==> src/rtl/core/ccod_pkg.sv <==
// Package for the cell-averaging CFAR onset detector.
// Holds widths, register indexes, reset values and the controller/datapath structs.
// No dependencies.
package ccod_pkg;

  // default ring length
  localparam int WINDOW_DEF = 20;

  // field widths
  localparam int ENERGY_W = 32;
  localparam int FACTOR_W = 16;
  localparam int GUARD_W  = 5;

  // configuration port
  localparam int CFG_IDX_W  = 1;
  localparam int CFG_DATA_W = 16;

  localparam logic [CFG_IDX_W-1:0] REG_THRESHOLD_FACTOR = 1'd0;
  localparam logic [CFG_IDX_W-1:0] REG_GUARD_CELLS      = 1'd1;

  localparam logic [FACTOR_W-1:0] FACTOR_RST = 16'd2560;  // 10.0 in Q8.8
  localparam logic [GUARD_W-1:0]  GUARD_RST  = 5'd2;

  // controller to datapath
  typedef struct packed {
    logic load;      // take the input word, write it into the ring
    logic rd;        // read one reference entry
    logic mul;       // form both sides of the compare
    logic out_load;  // capture the decision into the output register
  } ccod_cmd_t;

  // datapath to controller
  typedef struct packed {
    logic full;      // ring filled before the current word
    logic no_ref;    // guard covers the whole ring
    logic last_rd;   // this read is the final reference entry
  } ccod_stat_t;

endpackage

==> src/rtl/core/ccod_in_if.sv <==
// Input channel of the onset detector: one energy word per handshake.
// Depends on ccod_pkg.
interface ccod_in_if
  import ccod_pkg::*;
();
  logic                valid;
  logic                ready;
  logic [ENERGY_W-1:0] energy;

  modport source (output valid, output energy, input ready);
  modport sink   (input valid, input energy, output ready);
endinterface

==> src/rtl/core/ccod_out_if.sv <==
// Result channel of the onset detector: detection flag and window-full flag.
// No dependencies.
interface ccod_out_if;
  logic valid;
  logic ready;
  logic detected;
  logic window_full;

  modport source (output valid, output detected, output window_full, input ready);
  modport sink   (input valid, input detected, input window_full, output ready);
endinterface

==> src/rtl/core/ccod_ram.sv <==
// Generic single-write, single-read RAM with registered read data.
// No dependencies.
module ccod_ram #(
  parameter int WIDTH = 32,
  parameter int DEPTH = 20
) (
  input  logic                     clk,
  input  logic                     we,
  input  logic [$clog2(DEPTH)-1:0] waddr,
  input  logic [WIDTH-1:0]         wdata,
  input  logic                     re,
  input  logic [$clog2(DEPTH)-1:0] raddr,
  output logic [WIDTH-1:0]         rdata
);

  logic [WIDTH-1:0] mem [DEPTH];
  logic [WIDTH-1:0] rdata_r;

  always_ff @(posedge clk) begin
    if (we) begin
      mem[waddr] <= wdata;
    end
    if (re) begin
      rdata_r <= mem[raddr];
    end
  end

  assign rdata = rdata_r;

endmodule

==> src/rtl/core/ccod_datapath.sv <==
// Datapath of the onset detector: config registers, history ring, read pointer,
// accumulator, the two products and the output word. Depends on ccod_pkg, ccod_ram.
module ccod_datapath
  import ccod_pkg::*;
#(
  parameter int WINDOW = WINDOW_DEF
) (
  input  logic                  clk,
  input  logic                  rst_n,
  input  logic                  cfg_we,
  input  logic [CFG_IDX_W-1:0]  cfg_idx,
  input  logic [CFG_DATA_W-1:0] cfg_data,
  input  logic [ENERGY_W-1:0]   energy,
  input  ccod_cmd_t             cmd,
  output ccod_stat_t            stat,
  output logic                  detected,
  output logic                  window_full
);

  localparam int SLOT_W = $clog2(WINDOW);
  localparam int CNT_W  = $clog2(WINDOW + 1);
  localparam int CW     = (CNT_W > GUARD_W) ? CNT_W : GUARD_W;
  localparam int SUM_W  = ENERGY_W + CNT_W;
  localparam int LHS_W  = ENERGY_W + CNT_W;
  localparam int RHS_W  = SUM_W + FACTOR_W;

  localparam logic [CW:0]       WIN_C     = (CW + 1)'(WINDOW);
  localparam logic [SLOT_W-1:0] SLOT_LAST = SLOT_W'(WINDOW - 1);
  localparam logic [CNT_W-1:0]  FILL_MAX  = CNT_W'(WINDOW);

  logic [FACTOR_W-1:0] factor_r;
  logic [GUARD_W-1:0]  guard_r;
  logic [SLOT_W-1:0]   write_slot_r, write_slot_nxt;
  logic [CNT_W-1:0]    fill_count_r, fill_count_nxt;
  logic [SLOT_W-1:0]   rd_slot_r, rd_slot_nxt;
  logic [CNT_W-1:0]    rem_r;
  logic [CNT_W-1:0]    count_r;
  logic                rd_vld_r;
  logic [ENERGY_W-1:0] energy_r;
  logic                full_r;
  logic                noref_r;
  logic [SUM_W-1:0]    acc_r;
  logic [LHS_W-1:0]    lhs_r;
  logic [RHS_W-1:0]    rhs_r;
  logic                det_r;
  logic                wf_r;

  logic [CW:0]          newest_ext;
  logic [CW:0]          guard_ext;
  logic [CW:0]          start_slot;
  logic [CW:0]          ref_count;
  logic [ENERGY_W-1:0]  rd_data;
  logic                 det_nxt;

  // configuration registers
  always_ff @(posedge clk) begin
    if (!rst_n) begin
      factor_r <= FACTOR_RST;
      guard_r  <= GUARD_RST;
    end else if (cfg_we) begin
      case (cfg_idx)
        REG_THRESHOLD_FACTOR: factor_r <= cfg_data[FACTOR_W-1:0];
        REG_GUARD_CELLS:      guard_r  <= cfg_data[GUARD_W-1:0];
        default: ;
      endcase
    end
  end

  // status from the pre-update ring state
  assign newest_ext = (CW + 1)'(write_slot_r);
  assign guard_ext  = (CW + 1)'(guard_r);
  assign ref_count  = WIN_C - guard_ext;
  assign start_slot = (newest_ext >= guard_ext) ? (newest_ext - guard_ext)
                                                : (newest_ext + WIN_C - guard_ext);

  assign stat.full    = (fill_count_r == FILL_MAX);
  assign stat.no_ref  = (guard_ext >= WIN_C);
  assign stat.last_rd = (rem_r == CNT_W'(1));

  // ring pointers
  always_comb begin
    write_slot_nxt = (write_slot_r == SLOT_LAST) ? '0 : write_slot_r + 1'b1;
    fill_count_nxt = stat.full ? fill_count_r : fill_count_r + 1'b1;
    rd_slot_nxt    = (rd_slot_r == '0) ? SLOT_LAST : rd_slot_r - 1'b1;
  end

  always_ff @(posedge clk) begin
    if (!rst_n) begin
      write_slot_r <= '0;
      fill_count_r <= '0;
      rd_vld_r     <= 1'b0;
    end else begin
      rd_vld_r <= cmd.rd;
      if (cmd.load) begin
        write_slot_r <= write_slot_nxt;
        fill_count_r <= fill_count_nxt;
      end
    end
  end

  // history ring
  ccod_ram #(
    .WIDTH (ENERGY_W),
    .DEPTH (WINDOW)
  ) u_ring (
    .clk   (clk),
    .we    (cmd.load),
    .waddr (write_slot_r),
    .wdata (energy),
    .re    (cmd.rd),
    .raddr (rd_slot_r),
    .rdata (rd_data)
  );

  // word capture, reference walk and accumulation
  always_ff @(posedge clk) begin
    if (cmd.load) begin
      energy_r  <= energy;
      full_r    <= stat.full;
      noref_r   <= stat.no_ref;
      rd_slot_r <= start_slot[SLOT_W-1:0];
      rem_r     <= ref_count[CNT_W-1:0];
      count_r   <= ref_count[CNT_W-1:0];
      acc_r     <= '0;
    end else begin
      if (cmd.rd) begin
        rd_slot_r <= rd_slot_nxt;
        rem_r     <= rem_r - 1'b1;
      end
      if (rd_vld_r) begin
        acc_r <= acc_r + SUM_W'(rd_data);
      end
    end
  end

  // both sides of energy*count*256 > sum*factor
  always_ff @(posedge clk) begin
    if (cmd.mul) begin
      lhs_r <= LHS_W'(energy_r) * LHS_W'(count_r);
      rhs_r <= RHS_W'(acc_r) * RHS_W'(factor_r);
    end
  end

  always_comb begin
    if (!full_r) begin
      det_nxt = 1'b0;
    end else if (noref_r) begin
      det_nxt = (energy_r != '0);
    end else begin
      det_nxt = (RHS_W'({lhs_r, 8'h00}) > rhs_r);
    end
  end

  // output word
  always_ff @(posedge clk) begin
    if (cmd.out_load) begin
      det_r <= det_nxt;
      wf_r  <= full_r;
    end
  end

  assign detected    = det_r;
  assign window_full = wf_r;

endmodule

==> src/rtl/core/ccod_ctrl.sv <==
// Controller of the onset detector: sequences load, reference reads, products
// and the output handshake. Depends on ccod_pkg.
module ccod_ctrl
  import ccod_pkg::*;
(
  input  logic       clk,
  input  logic       rst_n,
  input  logic       in_valid,
  output logic       in_ready,
  output logic       out_valid,
  input  logic       out_ready,
  input  ccod_stat_t stat,
  output ccod_cmd_t  cmd
);

  localparam logic [2:0] S_IDLE  = 3'd0;
  localparam logic [2:0] S_READ  = 3'd1;
  localparam logic [2:0] S_DRAIN = 3'd2;
  localparam logic [2:0] S_MUL   = 3'd3;
  localparam logic [2:0] S_OUT   = 3'd4;

  logic [2:0] state_r, state_nxt;
  logic       out_valid_r, out_valid_nxt;
  logic       accept;

  assign in_ready = (state_r == S_IDLE) && rst_n;
  assign accept   = in_valid && in_ready;

  // next state and commands
  always_comb begin
    state_nxt     = state_r;
    out_valid_nxt = out_valid_r && !out_ready;
    cmd           = '0;
    case (state_r)
      S_IDLE: begin
        if (accept) begin
          cmd.load  = 1'b1;
          state_nxt = (!stat.full || stat.no_ref) ? S_OUT : S_READ;
        end
      end
      S_READ: begin
        cmd.rd = 1'b1;
        if (stat.last_rd) begin
          state_nxt = S_DRAIN;
        end
      end
      S_DRAIN: begin
        state_nxt = S_MUL;
      end
      S_MUL: begin
        cmd.mul   = 1'b1;
        state_nxt = S_OUT;
      end
      S_OUT: begin
        // wait for the output register to free up
        if (!out_valid_r || out_ready) begin
          cmd.out_load  = 1'b1;
          out_valid_nxt = 1'b1;
          state_nxt     = S_IDLE;
        end
      end
      default: begin
        state_nxt = S_IDLE;
      end
    endcase
  end

  always_ff @(posedge clk) begin
    if (!rst_n) begin
      state_r     <= S_IDLE;
      out_valid_r <= 1'b0;
    end else begin
      state_r     <= state_nxt;
      out_valid_r <= out_valid_nxt;
    end
  end

  assign out_valid = out_valid_r;

endmodule

==> src/rtl/core/ca_cfar_onset_detector_top.sv <==
// Top level of the cell-averaging CFAR onset detector.
// Depends on ccod_pkg, ccod_in_if, ccod_out_if, ccod_ctrl, ccod_datapath.
//
// Use:
//   in_ch carries one energy word (unsigned, 32 bit) per handshake; out_ch returns
//   one word per input: detected and window_full. Configuration is written through
//   cfg_we/cfg_idx/cfg_data (index 0: threshold factor, Q8.8; index 1: guard cells)
//   while the block is idle.
// Sequence:
//   While the ring is still filling, and when the guard covers the whole ring, no
//   reference entries are read: the accepted word goes straight to the output state.
//   Otherwise the WINDOW - guard_cells reference entries are read one a cycle
//   through the single read port of the history RAM, followed by a drain state for
//   the last read, a product state and the output state, which loads the output
//   register once it is free. in_ch.ready returns high in the cycle after the
//   output register is loaded; no new word is taken before the last one has
//   reached the output register.
// Reset and stall:
//   Synchronous reset empties the ring (fill count zero), resets both registers
//   and drops out_ch.valid; no clearing pass is needed. A result held by a stalled
//   receiver stays in the output register; the next word may still be accepted and
//   processed, and waits for the output register before it is delivered.
module ca_cfar_onset_detector_top
  import ccod_pkg::*;
#(
  parameter int WINDOW = WINDOW_DEF
) (
  input  logic                  clk,
  input  logic                  rst_n,
  ccod_in_if.sink               in_ch,
  ccod_out_if.source            out_ch,
  input  logic                  cfg_we,
  input  logic [CFG_IDX_W-1:0]  cfg_idx,
  input  logic [CFG_DATA_W-1:0] cfg_data
);

  ccod_cmd_t  cmd;
  ccod_stat_t stat;

  // sequencing
  ccod_ctrl u_ctrl (
    .clk       (clk),
    .rst_n     (rst_n),
    .in_valid  (in_ch.valid),
    .in_ready  (in_ch.ready),
    .out_valid (out_ch.valid),
    .out_ready (out_ch.ready),
    .stat      (stat),
    .cmd       (cmd)
  );

  // ring, accumulation and compare
  ccod_datapath #(
    .WINDOW (WINDOW)
  ) u_dp (
    .clk         (clk),
    .rst_n       (rst_n),
    .cfg_we      (cfg_we),
    .cfg_idx     (cfg_idx),
    .cfg_data    (cfg_data),
    .energy      (in_ch.energy),
    .cmd         (cmd),
    .stat        (stat),
    .detected    (out_ch.detected),
    .window_full (out_ch.window_full)
  );

endmodule

==> src/flat_wrapper.sv <==
// flat-port wrapper written by rule: the top's interface ports become plain ports
module ca_cfar_onset_detector_top_flat import ccod_pkg::*;
#(
  parameter int WINDOW = WINDOW_DEF
)
  (clk, rst_n, cfg_we, cfg_idx, cfg_data, in_ch_valid, in_ch_energy, in_ch_ready, out_ch_valid, out_ch_detected, out_ch_window_full, out_ch_ready);
  ccod_in_if in_ch_i ();
  ccod_out_if out_ch_i ();
  input  logic clk;
  input  logic rst_n;
  input  logic cfg_we;
  input  logic [CFG_IDX_W-1:0] cfg_idx;
  input  logic [CFG_DATA_W-1:0] cfg_data;
  input wire logic [$bits(in_ch_i.valid)-1:0] in_ch_valid;
  input wire logic [$bits(in_ch_i.energy)-1:0] in_ch_energy;
  output wire logic [$bits(in_ch_i.ready)-1:0] in_ch_ready;
  output wire logic [$bits(out_ch_i.valid)-1:0] out_ch_valid;
  output wire logic [$bits(out_ch_i.detected)-1:0] out_ch_detected;
  output wire logic [$bits(out_ch_i.window_full)-1:0] out_ch_window_full;
  input wire logic [$bits(out_ch_i.ready)-1:0] out_ch_ready;
  assign in_ch_i.valid = in_ch_valid;
  assign in_ch_i.energy = in_ch_energy;
  assign in_ch_ready = in_ch_i.ready;
  assign out_ch_valid = out_ch_i.valid;
  assign out_ch_detected = out_ch_i.detected;
  assign out_ch_window_full = out_ch_i.window_full;
  assign out_ch_i.ready = out_ch_ready;
  ca_cfar_onset_detector_top #(.WINDOW(WINDOW)) u_core (.clk(clk), .rst_n(rst_n), .in_ch(in_ch_i), .out_ch(out_ch_i), .cfg_we(cfg_we), .cfg_idx(cfg_idx), .cfg_data(cfg_data));
endmodule
==> config.mk <==
export PLATFORM = sky130hd
export DESIGN_NAME = ca_cfar_onset_detector_top_flat
export DESIGN_NICKNAME = d
export VERILOG_FILES = /design/src/rtl/core/ccod_pkg.sv /design/src/rtl/core/ccod_in_if.sv /design/src/rtl/core/ccod_out_if.sv /design/src/rtl/core/ccod_ram.sv /design/src/rtl/core/ccod_datapath.sv /design/src/rtl/core/ccod_ctrl.sv /design/src/rtl/core/ca_cfar_onset_detector_top.sv /design/src/flat_wrapper.sv
export SDC_FILE = /design/constraint.sdc
export NUM_CORES = 2
export LEC_CHECK = 0
export ABC_AREA = 1
export BUFFER_PORTS_ARGS = -buffer_cell sky130_fd_sc_hd__clkbuf_2
export CAP_MARGIN = 20
export CORE_MARGIN = 1
export CORE_UTILIZATION = 32
export CTS_BUF_LIST = sky130_fd_sc_hd__clkbuf_2 sky130_fd_sc_hd__clkbuf_4 sky130_fd_sc_hd__clkbuf_8
export DETAILED_ROUTE_END_ITERATION = 6
export REMOVE_ABC_BUFFERS = 1
export SYNTH_ARGS = -nofsm -noshare
export SYNTH_HDL_FRONTEND = slang
export SYNTH_SLANG_ARGS = --single-unit
export TNS_END_PERCENT = 10
==> constraint.sdc <==
create_clock -name clk -period 16.3 [get_ports clk]
set_input_delay 3.26 -clock clk [delete_from_list [all_inputs] [get_ports clk]]
set_output_delay 3.26 -clock clk [all_outputs]
set_load 0.005 [all_outputs]
==> key figures <==
Synth
  – Synth Area in Simple Gates: 0.142
  – Largest family of logic cells by synthesized area: adder cells
  – Synth Area in Compound Gates: 0.0921
  – Synth Cell Area: just over 60000 µm²
  – Post-synthesis mux area share: 0.000162
  – Sequential fraction of the synthesis area: 0.418
  – Syn Area/Cell: around 9.4 µm²
  – Syn Inst Count: approximately 6600
  – Synth Area in XOR/XNOR: 0.0122
  – Ys Warns: 0
  – Post-synth cell types: 47
  – Post-Synth Adder-Cell Area: 0.241
  – Cell taking the most area after synthesis: edfxtp_1
  – Post-synth top area share: 0.394
  – Top post-synthesis cells by area: edfxtp_1, fa_1, nand2_1
  – FF+latch count, synth: about 900

Setup path
  – Crit path from: rst_n
  – Crit-path cells: clkbuf_2 > buf_4 > inv_1 > nor2_4 > clkbuf_2
  – Worst setup SP type: input port
  – Flop2flop setup slack: ~9.7 ns
  – Slowest stage delay, CP: 0.30 ns
  – Crit path DAT: about 4.3 ns
  – Critical Path Most Common Cell: clkbuf_2
  – Worst reg2reg path endpoint: u_core.u_dp.rhs_r[49]
  – Worst r2r path cells: 21
  – CP Data Required Time: between 10 and 15 ns
  – Worst Path Class, Setup: in2out
  – CP Capture Type: output port
  – Crit path max fanout: 29
  – Crit-path slowest cell: buf_4
  – Worst setup path end: in_ch_ready
  – Reg-to-reg startpoint: u_core.u_dp.acc_r[21]

Routing
  – Initial DRC count: roughly 3200
  – WL final: 171000 µm
  – # DRC: 0
  – DR pass1 iterations: 6
  – Wire per inst: between 15 and 20 µm
  – DR vias/cell: a little under 5
  – Total number of vias: around 45000
  – Post-route ant nets: 0

Pwr
  – Comb power frac: 0.153
  – Internal: just under 0.004 W
  – Peak VDD IR: about 0.07 mV
  – Total power: about 0.0054 W
  – Sw power: around 0.0015 W
  – Sw Share: 0.282
  – P per Cell Area: around 79 nW/µm²
  – Static leakage: roughly 30 nW
  – Sequential power share: 0.476
  – Clock share of power: 0.371

STA
  – Worst slew pin tran: ~1.2 ns
  – WHS: 0.467 ns
  – Slew headroom: 0.224
  – Max Clk Rate: around 0.13 GHz
  – Final Hold Fails: 0
  – Crit share post-route: 0.463
  – RSZ-0062 raised after global routing: false
  – Pins Over Slew Limit: 0
  – Post-layout minimum cycle time: roughly 7.5 ns
  – Total negative slack: 0 ns
  – Endpoints failing setup: 0
  – Clock skew: 0.0590 ns

GRT
  – GRT Residual Overflow: 0
  – Initial antenna violation count: 14
  – First-pass GRT wire length: between 200000 and 300000 µm
  – Vias in the first global route: between 40000 and 50000
  – Largest net degree at the start of global routing: between 200 and 250
  – GRT Util Overall: 0.174

Final layout
  – Area Growth Syn to Fin: 9.83%
  – Fraction of layout cells with a size suffix above 1: 0.0627
  – Nets: roughly 7500

Hold path
  – Hold Path Depth: 0
  – Class of the worst hold path: reg2reg

CTS
  – CTS tree: done
  – CTS root buf: clkbuf_8
  – Post-CTS sizing: 0
  – Clock latency on the worst-skew pair: between 0.8 and 0.9 ns
  – Clk buf depth: 3
  – Post-cts hold buffer count: 0
  – Post-CTS Setup Inserts: 0
  – Sinks on the clock net: between 800 and 900
  – H-tree depth: 4
  – Clock slew at reported path FFs: about 0.050 ns
  – Clock buffer count from CTS: roughly 150

Die
  – Starting density of the core: 0.322
  – Core box area: 192000 µm²
  – DIE WIDTH: 442 µm
  – Vert. Die Dim: 442 µm
  – # IOs: between 50 and 60
  – Cell Rows: ~160
  – Total Die Area: 195000 µm²

Flow run
  – Max Cap Viol: 0

Placed design
  – RD Place Congestion: between 0.9 and 1
  – Post-DP HPWL: approximately 120000 µm
  – # port buffers: 57

Outcome
  – Status: finished clean
cell type report:
| class | instances | area (µm²) |
|---|---|---|
| diodes | 7 | 17.5 |
| clock buffers | 209 | 2560 |
| clock inverters | 55 | 399 |
| fillers | 19200 | 124000 |
| inverters | 1237 | 4650 |
| multi-input cells | 4177 | 30300 |
| flip-flops and latches | 886 | 25900 |
| well taps | 2526 | 3160 |
| repair buffers | 148 | 1030 |
cells by family (layout without fill, tap and decap cells):
group,Yosys count,in the layout
mux,1,1
compound gates,1011,1011
simple gates,2238,2238
other cells,0,7
buf+inv,1541,1649
xor+xnor,86,86
flops,886,886
fa+ha+maj,841,841
worst min path at each step:
stage               slack (ns)                      end          startpoint
floorplan                 0.42  u_core.u_dp.window_full  u_core.u_dp.full_r
global placement          0.44  u_core.u_dp.window_full  u_core.u_dp.full_r
detailed placement        0.45  u_core.u_dp.window_full  u_core.u_dp.full_r
CTS                       0.46  u_core.u_dp.window_full  u_core.u_dp.full_r
global route              0.47  u_core.u_dp.window_full  u_core.u_dp.full_r
finish                    0.47  u_core.u_dp.window_full  u_core.u_dp.full_r
layer usage:
layer / vias to the layer above / track usage / wire length, µm
met2: 1335 / 0.295 / 81500
met5: - / 0 / 69
met1: 22600 / 0.227 / 74700
met3: 278 / 0.0249 / 9420
met4: 10 / 0.0590 / 5000
li1: 21100 / - / -
stage by stage:
| step | cells | setup slack [ns] | utilization | instance area (µm²) |
|---|---|---|---|---|
| 2_1_floorplan | 6300 | 5.87 | - | 60700 |
| 3_3_place_gp | 8971 | 8.73 | 0.338 | 65000 |
| 3_5_place_dp | 8971 | 8.76 | 0.338 | 65000 |
| 4_1_cts | 9235 | 8.76 | 0.353 | 68000 |
| 5_1_grt | 9241 | 8.72 | 0.354 | 68000 |
| 6_report | 9245 | 8.76 | 0.354 | 68000 |
critical path, delay by kind of cell:
kind	cells	cell delay, ns
buffers and inverters	4	0.76
AND/OR/NAND/NOR	1	0.22
cell usage after synthesis (all sizes together):
| master | instances |
|---|---|
| and3 | 4 |
| mux2i | 1 |
| xor2 | 78 |
| ha | 258 |
| o22a | 31 |
| clkbuf | 230 |
| nand3b | 4 |
| and2 | 1 |
| nor4b | 1 |
| nand4 | 34 |
| a21o | 15 |
| o31ai | 1 |
| o221ai | 60 |
| a21boi | 3 |
| nor4 | 11 |
| nor3b | 1 |
| o21a | 13 |
| o21ai | 520 |
| or2 | 1 |
| nand2 | 1346 |
| xnor2 | 8 |
| a21oi | 228 |
| fa | 583 |
| a221oi | 1 |
| o22ai | 70 |
| edfxtp | 813 |
| a31oi | 35 |
| o21bai | 25 |
| dfxtp | 73 |
| o211ai | 8 |
| a211oi | 1 |
| inv | 1233 |
| nand3 | 155 |
| nor2 | 644 |
| buf | 74 |
| nor3 | 36 |
| clkinv | 4 |
cells in the final DEF, fill, tap and decap left out, drive strengths merged, types with 70 or more instances in the layout:
cell,instances
nor2,644
o21ai,520
nand2,1346
xor2,78
fa,583
inv,1240
nand3,155
buf,91
clkbuf,266
edfxtp,813
o22ai,70
a21oi,228
dfxtp,73
ha,258
power by group through the flow:
stage / logic, W / clock network, W / registers [W]
5_1_grt: 0.000913 / 0.00213 / 0.00255
3_5_place_dp: 0.000807 / 0 / 0.00260
2_1_floorplan: 0.000493 / 0 / 0.00262
6_report: 0.000818 / 0.00199 / 0.00255
4_1_cts: 0.000811 / 0.00204 / 0.00255
3_3_place_gp: 0.000797 / 0 / 0.00260
state kept, by name (all words and copies together) (netlist names), 16 cells and up:
register and cells:
u_core.u_dp.acc_r 37, u_core.u_dp.energy_r 32, u_core.u_dp.factor_r 16, u_core.u_dp.lhs_r 37, u_core.u_dp.rhs_r 53, u_core.u_dp.u_ring.mem 640
u_core.u_dp.u_ring.rdata 32
Power figures use the tool's default switching activity.
